**config.mk**
```make
export PLATFORM = sky130hd
export DESIGN_NAME = channel_level_peak_tracker
export DESIGN_NICKNAME = d
export VERILOG_FILES = /design/src/rtl/clpt_pkg.sv /design/src/rtl/clpt_cell.sv /design/src/rtl/channel_level_peak_tracker.sv
export VERILOG_INCLUDE_DIRS = /design/src /design/src/rtl
export SDC_FILE = /design/constraint.sdc
export NUM_CORES = 1
export LEC_CHECK = 0
export ABC_CLOCK_PERIOD_IN_PS = 6390
export BUFFER_PORTS_ARGS = -buffer_cell sky130_fd_sc_hd__buf_2
export CAP_MARGIN = 25
export CORE_ASPECT_RATIO = 1.25
export CORE_UTILIZATION = 60
export CTS_CLUSTER_DIAMETER = 200
export DETAILED_ROUTE_END_ITERATION = 12
export PLACE_DENSITY = 0.87
export SLEW_MARGIN = 20
export SYNTH_ARGS = -nofsm -noshare
export SYNTH_HDL_FRONTEND = slang
export SYNTH_SLANG_ARGS = --single-unit
```
**constraint.sdc**
```tcl
create_clock -name aclk -period 6.39 [get_ports aclk]
set_input_delay 1.278 -clock aclk [delete_from_list [all_inputs] [get_ports aclk]]
set_output_delay 1.278 -clock aclk [all_outputs]
set_load 0.005 [all_outputs]
```
**src/rtl/channel_level_peak_tracker_assert.svh**
```systemverilog
// Assertion macros shared by the tracker RTL.
`ifndef CHANNEL_LEVEL_PEAK_TRACKER_ASSERT_SVH
`define CHANNEL_LEVEL_PEAK_TRACKER_ASSERT_SVH

`ifndef ASSERT_OFF
`define CLPT_ASSERT(lbl, clk, rstn, prop, msg) \
    lbl: assert property (@(posedge clk) disable iff (!rstn) prop) else $error(msg);
`define CLPT_ASSERT_ALWAYS(lbl, clk, prop, msg) \
    lbl: assert property (@(posedge clk) prop) else $error(msg);
`else
`define CLPT_ASSERT(lbl, clk, rstn, prop, msg)
`define CLPT_ASSERT_ALWAYS(lbl, clk, prop, msg)
`endif

`endif

```
**src/rtl/clpt_pkg.sv**
```systemverilog
// Package with types, constants and the level function of the peak tracker.
package clpt_pkg;

    localparam int HISTORY_DEPTH   = 120;
    localparam int CHANNEL_COUNT   = 128;
    localparam int PROBE_COUNT     = 5;
    localparam int LEVEL_CAP       = 10;
    localparam int LEVEL_PER_PROBE = 2;

    localparam logic [1:0] ACT_SAMPLE = 2'd0;
    localparam logic [1:0] ACT_UP     = 2'd1;
    localparam logic [1:0] ACT_DOWN   = 2'd2;
    localparam logic [1:0] ACT_BOTH   = 2'd3;

    localparam logic [6:0] CHAN_MAX = 7'(CHANNEL_COUNT - 1);

    typedef struct packed {
        logic [1:0] action;
        logic [4:0] probe_bits;
    } in_t;

    typedef struct packed {
        logic [6:0] channel;
        logic [3:0] level;
        logic [3:0] peak;
    } out_t;

    typedef struct packed {
        logic shift;
        logic clear;
    } cell_ctrl_t;

    function automatic logic [3:0] probe_level(input logic [4:0] bits);
        logic [4:0] acc;
        acc = 5'd0;
        for (int i = 0; i < PROBE_COUNT; i++) begin
            if (bits[i]) begin
                acc = acc + 5'(LEVEL_PER_PROBE);
            end
        end
        if (acc > 5'(LEVEL_CAP)) begin
            acc = 5'(LEVEL_CAP);
        end
        return acc[3:0];
    endfunction

endpackage

```
**src/rtl/clpt_cell.sv**
```systemverilog
// One history cell: holds a level and passes it on down the chain.
module clpt_cell (
    input  logic                  aclk,
    input  logic                  aresetn,
    input  clpt_pkg::cell_ctrl_t  ctrl,
    input  logic [3:0]            d_in,
    output logic [3:0]            q
);

    logic [3:0] lvl_reg;

    always_ff @(posedge aclk) begin
        if (!aresetn || ctrl.clear) begin
            lvl_reg <= 4'd0;
        end else if (ctrl.shift) begin
            lvl_reg <= d_in;
        end
    end

    assign q = lvl_reg;

endmodule

```
**src/rtl/channel_level_peak_tracker.sv**
```systemverilog
// Top level of the channel level peak tracker: control, cell chain, output register.
// Output: a result is registered on acceptance, or at the end of a rescan, or is held
// in ST_HOLD while the output is busy. Throughput: 1 item per cycle while the output is
// free, except a sample at write slot 0 not raising the peak: it rotates the cell chain
// once around, one cell per cycle into the running maximum, before the next is taken.
// Reset: synchronous, active low; clears cells, slot, peak, channel and handshakes.
`include "channel_level_peak_tracker_assert.svh"

module channel_level_peak_tracker #(
    parameter int HISTORY_DEPTH = clpt_pkg::HISTORY_DEPTH
) (
    input  logic            aclk,
    input  logic            aresetn,
    input  logic            s_valid,
    output logic            s_ready,
    input  clpt_pkg::in_t   s_data,
    output logic            m_valid,
    input  logic            m_ready,
    output clpt_pkg::out_t  m_data
);

    localparam int SLOT_W = $clog2(HISTORY_DEPTH);
    localparam logic [SLOT_W-1:0] SLOT_LAST = SLOT_W'(HISTORY_DEPTH - 1);

    typedef enum logic [2:0] {
        ST_IDLE = 3'b001,
        ST_SCAN = 3'b010,
        ST_HOLD = 3'b100
    } state_t;

    state_t              state_reg, state_next;
    logic [SLOT_W-1:0]   slot_reg, slot_next;
    logic [SLOT_W-1:0]   scan_cnt_reg, scan_cnt_next;
    logic [3:0]          scan_max_reg, scan_max_next;
    logic [3:0]          peak_reg, peak_next;
    logic [3:0]          level_reg, level_next;
    logic [6:0]          chan_reg, chan_next;
    logic                m_valid_reg, m_valid_next;
    clpt_pkg::out_t      m_data_reg, m_data_next;
    clpt_pkg::out_t      res_reg, res_next;

    clpt_pkg::cell_ctrl_t ctrl;
    logic [3:0]          cell_q [HISTORY_DEPTH];
    logic [3:0]          head_in;
    logic [3:0]          tail;
    logic [3:0]          new_level;
    logic [3:0]          scan_peak;
    logic                accept;
    logic                is_sample;
    logic                out_free;
    logic                done;
    clpt_pkg::out_t      result;

    assign accept    = s_valid && s_ready;
    assign is_sample = (s_data.action == clpt_pkg::ACT_SAMPLE);
    assign new_level = clpt_pkg::probe_level(s_data.probe_bits);
    assign out_free  = !m_valid_reg || m_ready;
    assign tail      = cell_q[HISTORY_DEPTH-1];
    assign scan_peak = (tail > scan_max_reg) ? tail : scan_max_reg;
    assign head_in   = (state_reg == ST_SCAN) ? tail : new_level;

    assign ctrl.shift = (accept && is_sample) || (state_reg == ST_SCAN);
    assign ctrl.clear = accept && !is_sample;

    for (genvar i = 0; i < HISTORY_DEPTH; i++) begin : g_cell
        if (i == 0) begin : g_head
            clpt_cell u_cell (
                .aclk    (aclk),
                .aresetn (aresetn),
                .ctrl    (ctrl),
                .d_in    (head_in),
                .q       (cell_q[i])
            );
        end else begin : g_body
            clpt_cell u_cell (
                .aclk    (aclk),
                .aresetn (aresetn),
                .ctrl    (ctrl),
                .d_in    (cell_q[i-1]),
                .q       (cell_q[i])
            );
        end
    end

    always_comb begin
        state_next    = state_reg;
        slot_next     = slot_reg;
        scan_cnt_next = scan_cnt_reg;
        scan_max_next = scan_max_reg;
        peak_next     = peak_reg;
        level_next    = level_reg;
        chan_next     = chan_reg;
        res_next      = res_reg;
        m_valid_next  = m_valid_reg && !m_ready;
        m_data_next   = m_data_reg;
        done          = 1'b0;
        result        = res_reg;

        case (state_reg)
            ST_IDLE: begin
                if (accept) begin
                    if (is_sample) begin
                        level_next = new_level;
                        slot_next  = (slot_reg == SLOT_LAST) ? '0 : slot_reg + 1'b1;
                        if (new_level > peak_reg) begin
                            peak_next = new_level;
                            result    = '{channel: chan_reg, level: new_level,
                                          peak: new_level};
                            done      = 1'b1;
                        end else if (slot_reg == '0) begin
                            scan_cnt_next = '0;
                            scan_max_next = 4'd0;
                            state_next    = ST_SCAN;
                        end else begin
                            result = '{channel: chan_reg, level: new_level,
                                       peak: peak_reg};
                            done   = 1'b1;
                        end
                    end else begin
                        case (s_data.action)
                            clpt_pkg::ACT_UP: begin
                                chan_next = (chan_reg == clpt_pkg::CHAN_MAX) ?
                                            7'd0 : chan_reg + 7'd1;
                            end
                            clpt_pkg::ACT_DOWN: begin
                                chan_next = (chan_reg == 7'd0) ?
                                            clpt_pkg::CHAN_MAX : chan_reg - 7'd1;
                            end
                            clpt_pkg::ACT_BOTH: begin
                                chan_next = chan_reg;
                            end
                            default: begin
                                chan_next = chan_reg;
                            end
                        endcase
                        level_next = 4'd0;
                        peak_next  = 4'd0;
                        slot_next  = '0;
                        result     = '{channel: chan_next, level: 4'd0, peak: 4'd0};
                        done       = 1'b1;
                    end
                end
            end
            ST_SCAN: begin
                scan_max_next = scan_peak;
                scan_cnt_next = scan_cnt_reg + 1'b1;
                if (scan_cnt_reg == SLOT_LAST) begin
                    peak_next = scan_peak;
                    result    = '{channel: chan_reg, level: level_reg, peak: scan_peak};
                    done      = 1'b1;
                end
            end
            ST_HOLD: begin
                if (out_free) begin
                    m_valid_next = 1'b1;
                    m_data_next  = res_reg;
                    state_next   = ST_IDLE;
                end
            end
            default: begin
                state_next = ST_IDLE;
            end
        endcase

        if (done) begin
            if (out_free) begin
                m_valid_next = 1'b1;
                m_data_next  = result;
                state_next   = ST_IDLE;
            end else begin
                res_next   = result;
                state_next = ST_HOLD;
            end
        end
    end

    always_ff @(posedge aclk) begin
        if (!aresetn) begin
            state_reg    <= ST_IDLE;
            slot_reg     <= '0;
            scan_cnt_reg <= '0;
            scan_max_reg <= 4'd0;
            peak_reg     <= 4'd0;
            level_reg    <= 4'd0;
            chan_reg     <= 7'd0;
            m_valid_reg  <= 1'b0;
        end else begin
            state_reg    <= state_next;
            slot_reg     <= slot_next;
            scan_cnt_reg <= scan_cnt_next;
            scan_max_reg <= scan_max_next;
            peak_reg     <= peak_next;
            level_reg    <= level_next;
            chan_reg     <= chan_next;
            m_valid_reg  <= m_valid_next;
        end
    end

    always_ff @(posedge aclk) begin
        m_data_reg <= m_data_next;
        res_reg    <= res_next;
    end

    assign s_ready = (state_reg == ST_IDLE);
    assign m_valid = m_valid_reg;
    assign m_data  = m_data_reg;

    `CLPT_ASSERT(a_peak_covers_level, aclk, aresetn, m_valid |-> (m_data.peak >= m_data.level), "peak below level of result")
    `CLPT_ASSERT(a_level_capped, aclk, aresetn, m_valid |-> (m_data.peak <= 4'(clpt_pkg::LEVEL_CAP)), "peak above cap")
    `CLPT_ASSERT(a_button_clears, aclk, aresetn, (accept && !is_sample) |=> (peak_reg == 4'd0 && slot_reg == '0), "button did not clear history")
    `CLPT_ASSERT_ALWAYS(a_scan_blocks_input, aclk, (state_reg == ST_SCAN) |-> !s_ready, "input taken during rescan")

endmodule

```
==> impl_results.md <==
- Cell Area, Placed: around 21000 µm²
- Tightest Pin Transition: 943 ps
- RSZ-0062 raised after global routing: no
- Post-synthesis sequential area ratio: about 54%
- Hold_ws: around 440 ps
- Most used flip-flop cell after synthesis: dfxtp_1
- Hold Path Class: flop to flop
- Mean Syn Cell Area: 7.88 µm²
- 1st-iter DRT viols: about 1300
- Async S/R FF share, synth: 0%
- # hold bufs at CTS: 0
- #FFs+latches synth: 546
- Area grow syn2layout: 8.96%
- Rows: 75
- Max-slew violation count: 0
- Pre-antenna DRT Iters: 6
- # fillers: 2583
- Synthesized cell area: around 21000 µm²
- FF-to-FF End: res_reg[14]$_DFFE_PP_
- Total chip power: between 7 and 8 mW
- Dpl hpwl: ~24000 µm
- CP Max Fanout: 8
- Clock transition at the registers of the reported paths: approximately 60 ps
- Total grt overflow: 0
- Die ar.: around 35000 µm²
- Starting Density: ~61%
- Final #Nets: approximately 2600
- WL final: between 40000 and 50000 µm
- Max-Cap Viols: 0
- # setup viols final: 0
- Crit path launch type: input pin
- CTS buffer count: 49
- Worst R2R Start: state_reg[2]$_SDFFE_PN0P_
- Synth top area share: around half
- Clock Latency Late Sink: 560 ps
- Final setup TNS: 0 ps
- Synth Instances: between 2000 and 3000
- Clock sink total: about 550
- Final hold vios: 0
- Pre-CTS setup slack: slightly below 300 ps
- Critical path class: input pin to flop
- CP endpoint kind: flop
- Die H: 209 µm
- Min Tclk post-route: around 5600 ps
- I/O pin cnt: 28
- Gp weighted congestion: 0.896
- Reg2Reg Depth: 8
- Clock tree buffer depth: 3
- Min-Delay Startpoint: g_cell[99].g_body.u_cell.q[1]$_SDFFE_PP0P_
- WL/cell: about 14 µm
- Initial antenna violation count: 0
- Vias in the first global route: 15423
- Worst endpoint required time: 6670 ps
- CTS tree: built
- Slew headroom: between 30 and 40%
- Setup Skew: around 18 ps
- Routed vias: 16767
- Max reg flops: between 400 and 500
- Biggest area consumer among synthesized cells: dfxtp_1
- Die Span X: around 170 µm
- # DRC: 0
- Library cells used by synthesis: 77
- Peak VDD IR: approximately 0.22 mV
- Number of synthesized flops with an enable pin: 15
- Worst Hold End: g_cell[100].g_body.u_cell.q[1]$_SDFFE_PP0P_
- Pin count of the biggest net entering global routing: a little over 300
- Crit share post-route: just under 90%
- Final Instance Area: roughly 22000 µm²
- Outcome: finished, final reports clean
- Pwr per Cell Area: about 310 nW/µm²
- DR vias/cell: 5.61
- Share of cells above drive strength 1: around 6.1%
- Crit path DAT: 5930 ps
- Hold Path Depth: 2
- Post_cts resized: 0
- CTS Root Cell: clkbuf_16
- Synth warn: 0
- Post-DRT Antenna Nets: 0
- Flop-to-flop setup slack: 3090 ps
- F_max: 177 MHz
- Antenna diodes: 0
- Global-route wire length before repair: approximately 70000 µm
- Syn Nets: roughly 2600
- Postcts setup bufs: 0
- Tot GR Track Use: between 20 and 25%
- Main area contributors after synthesis: dfxtp_1, nand2_1, a21oi_1
- Htree depth: 2
- Leakage Power: 7.20 nW
- Core area: ~34000 µm²
- Final worst setup slack: approximately 740 ps
- IO buf count: 27
==> per-layer routing <==
| metal | GRT usage (%) | vias to the layer above | wire length, µm |
|---|---|---|---|
| li1 | - | 8473 | - |
| met1 | 27.3 | 7867 | 17700 |
| met2 | 41.4 | 338 | 21000 |
| met3 | 3.21 | 89 | 1460 |
| met4 | 9.21 | 0 | 1160 |
| met5 | 0 | - | 0 |
==> per-stage QoR <==
| step | util, % | cells |
|---|---|---|
| final | 66.7 | 2991 |
| after global routing | 66.7 | 2991 |
| after CTS | 66.6 | 2989 |
| after detailed placement | 61.8 | 2899 |
| after global placement | 61.8 | 2899 |
| after floorplan | - | 2618 |
==> where the power goes <==
group	internal [mW]	switching (mW)
registers	3.47	0.0375
clock network	1.71	1.26
logic	0.178	0.404
==> worst max-delay path: stages <==
cell,delay (ps)
buf_2,90
inv_1,40
ha_1,360
xor2_1,300
ha_1,330
nand2_1,110
o21ai_0,90
ha_1,300
nand3b_1,170
o211ai_1,150
a211oi_1,470
inv_1,90
ha_1,290
nand3b_1,100
o22ai_1,430
nand3_1,190
nor3_1,390
nor2_1,250
o311ai_1,350
o21ai_0,170
==> cells in the mapped netlist (all sizes together) (5+ instances only) <==
| library cell | count |
|---|---|
| a211oi | 8 |
| a21o | 5 |
| a21oi | 520 |
| a31oi | 12 |
| and3 | 7 |
| buf | 17 |
| clkbuf | 170 |
| dfxtp | 531 |
| edfxtp | 15 |
| ha | 19 |
| inv | 29 |
| mux2i | 21 |
| nand2 | 1018 |
| nand2b | 5 |
| nand3 | 27 |
| nand4 | 5 |
| nor2 | 45 |
| nor3 | 13 |
| o21ai | 27 |
| o221ai | 5 |
| o22ai | 8 |
| o311ai | 5 |
| o32ai | 10 |
| or2 | 7 |
| or3 | 8 |
==> cell families (layout without fill, tap and decap cells) <==
kind of cell | after synthesis | after routing | share of synthesized area, %
AO/OA/AOI/OAI | 645 | 645 | 17.3
XOR/XNOR | 5 | 5 | 0.212
buffers and inverters | 216 | 166 | 4.01
AND/OR/NAND/NOR | 1166 | 1166 | 22.6
multiplexers | 21 | 21 | 1.02
adder cells (fa/ha/maj) | 19 | 19 | 1.15
flip-flops | 546 | 546 | 53.7
==> worst max-delay path by stage <==
stage,from,endpoint,slack (ps)
2_1_floorplan,s_data[0],res_reg[0]$_DFFE_PP_,1100
3_3_place_gp,s_data[0],res_reg[10]$_DFFE_PP_,530
3_5_place_dp,s_data[0],res_reg[10]$_DFFE_PP_,290
4_1_cts,s_data[0],res_reg[12]$_DFFE_PP_,870
5_1_grt,s_data[0],res_reg[12]$_DFFE_PP_,490
6_report,s_data[0],res_reg[12]$_DFFE_PP_,740
==> layout by cell type (no fill, tap or decap), types with 4 or more instances in the layout <==
| cell | count |
|---|---|
| a22oi_1 | 4 |
| or3_1 | 8 |
| o21ai_0 | 24 |
| nand3_1 | 26 |
| nand2_1 | 1014 |
| clkinv_2 | 12 |
| ha_1 | 19 |
| edfxtp_1 | 15 |
| o311ai_1 | 4 |
| xor2_1 | 4 |
| clkbuf_8 | 8 |
| clkbuf_1 | 10 |
| nand4_1 | 5 |
| inv_1 | 29 |
| o32ai_1 | 10 |
| a31oi_1 | 11 |
| dfxtp_1 | 531 |
| nand2b_1 | 5 |
| o21a_1 | 4 |
| and3_1 | 7 |
| buf_4 | 13 |
| nand3b_1 | 4 |
| bufinv_16 | 5 |
| buf_2 | 27 |
| buf_12 | 6 |
| clkbuf_16 | 49 |
| o221ai_1 | 5 |
| nor2_1 | 45 |
| mux2i_1 | 21 |
| a211oi_1 | 8 |
| o22ai_1 | 8 |
| or2_2 | 6 |
| nor3_1 | 13 |
| a21oi_1 | 515 |
==> cell type report <==
| type | instances | area, µm² | share of cell area [%] |
|---|---|---|---|
| Clock buffer | 67 | 1370 | 6.11 |
| Clock inverter | 23 | 259 | 1.15 |
| Inverter | 29 | 109 | 0.484 |
| Multi-Input combinational cell | 1856 | 8750 | 38.9 |
| Sequential cell | 546 | 11100 | 49.3 |
| Tap cell | 423 | 529 | 2.35 |
| Timing Repair Buffer | 47 | 380 | 1.69 |
No activity file was read; power rests on OpenSTA's default activity.
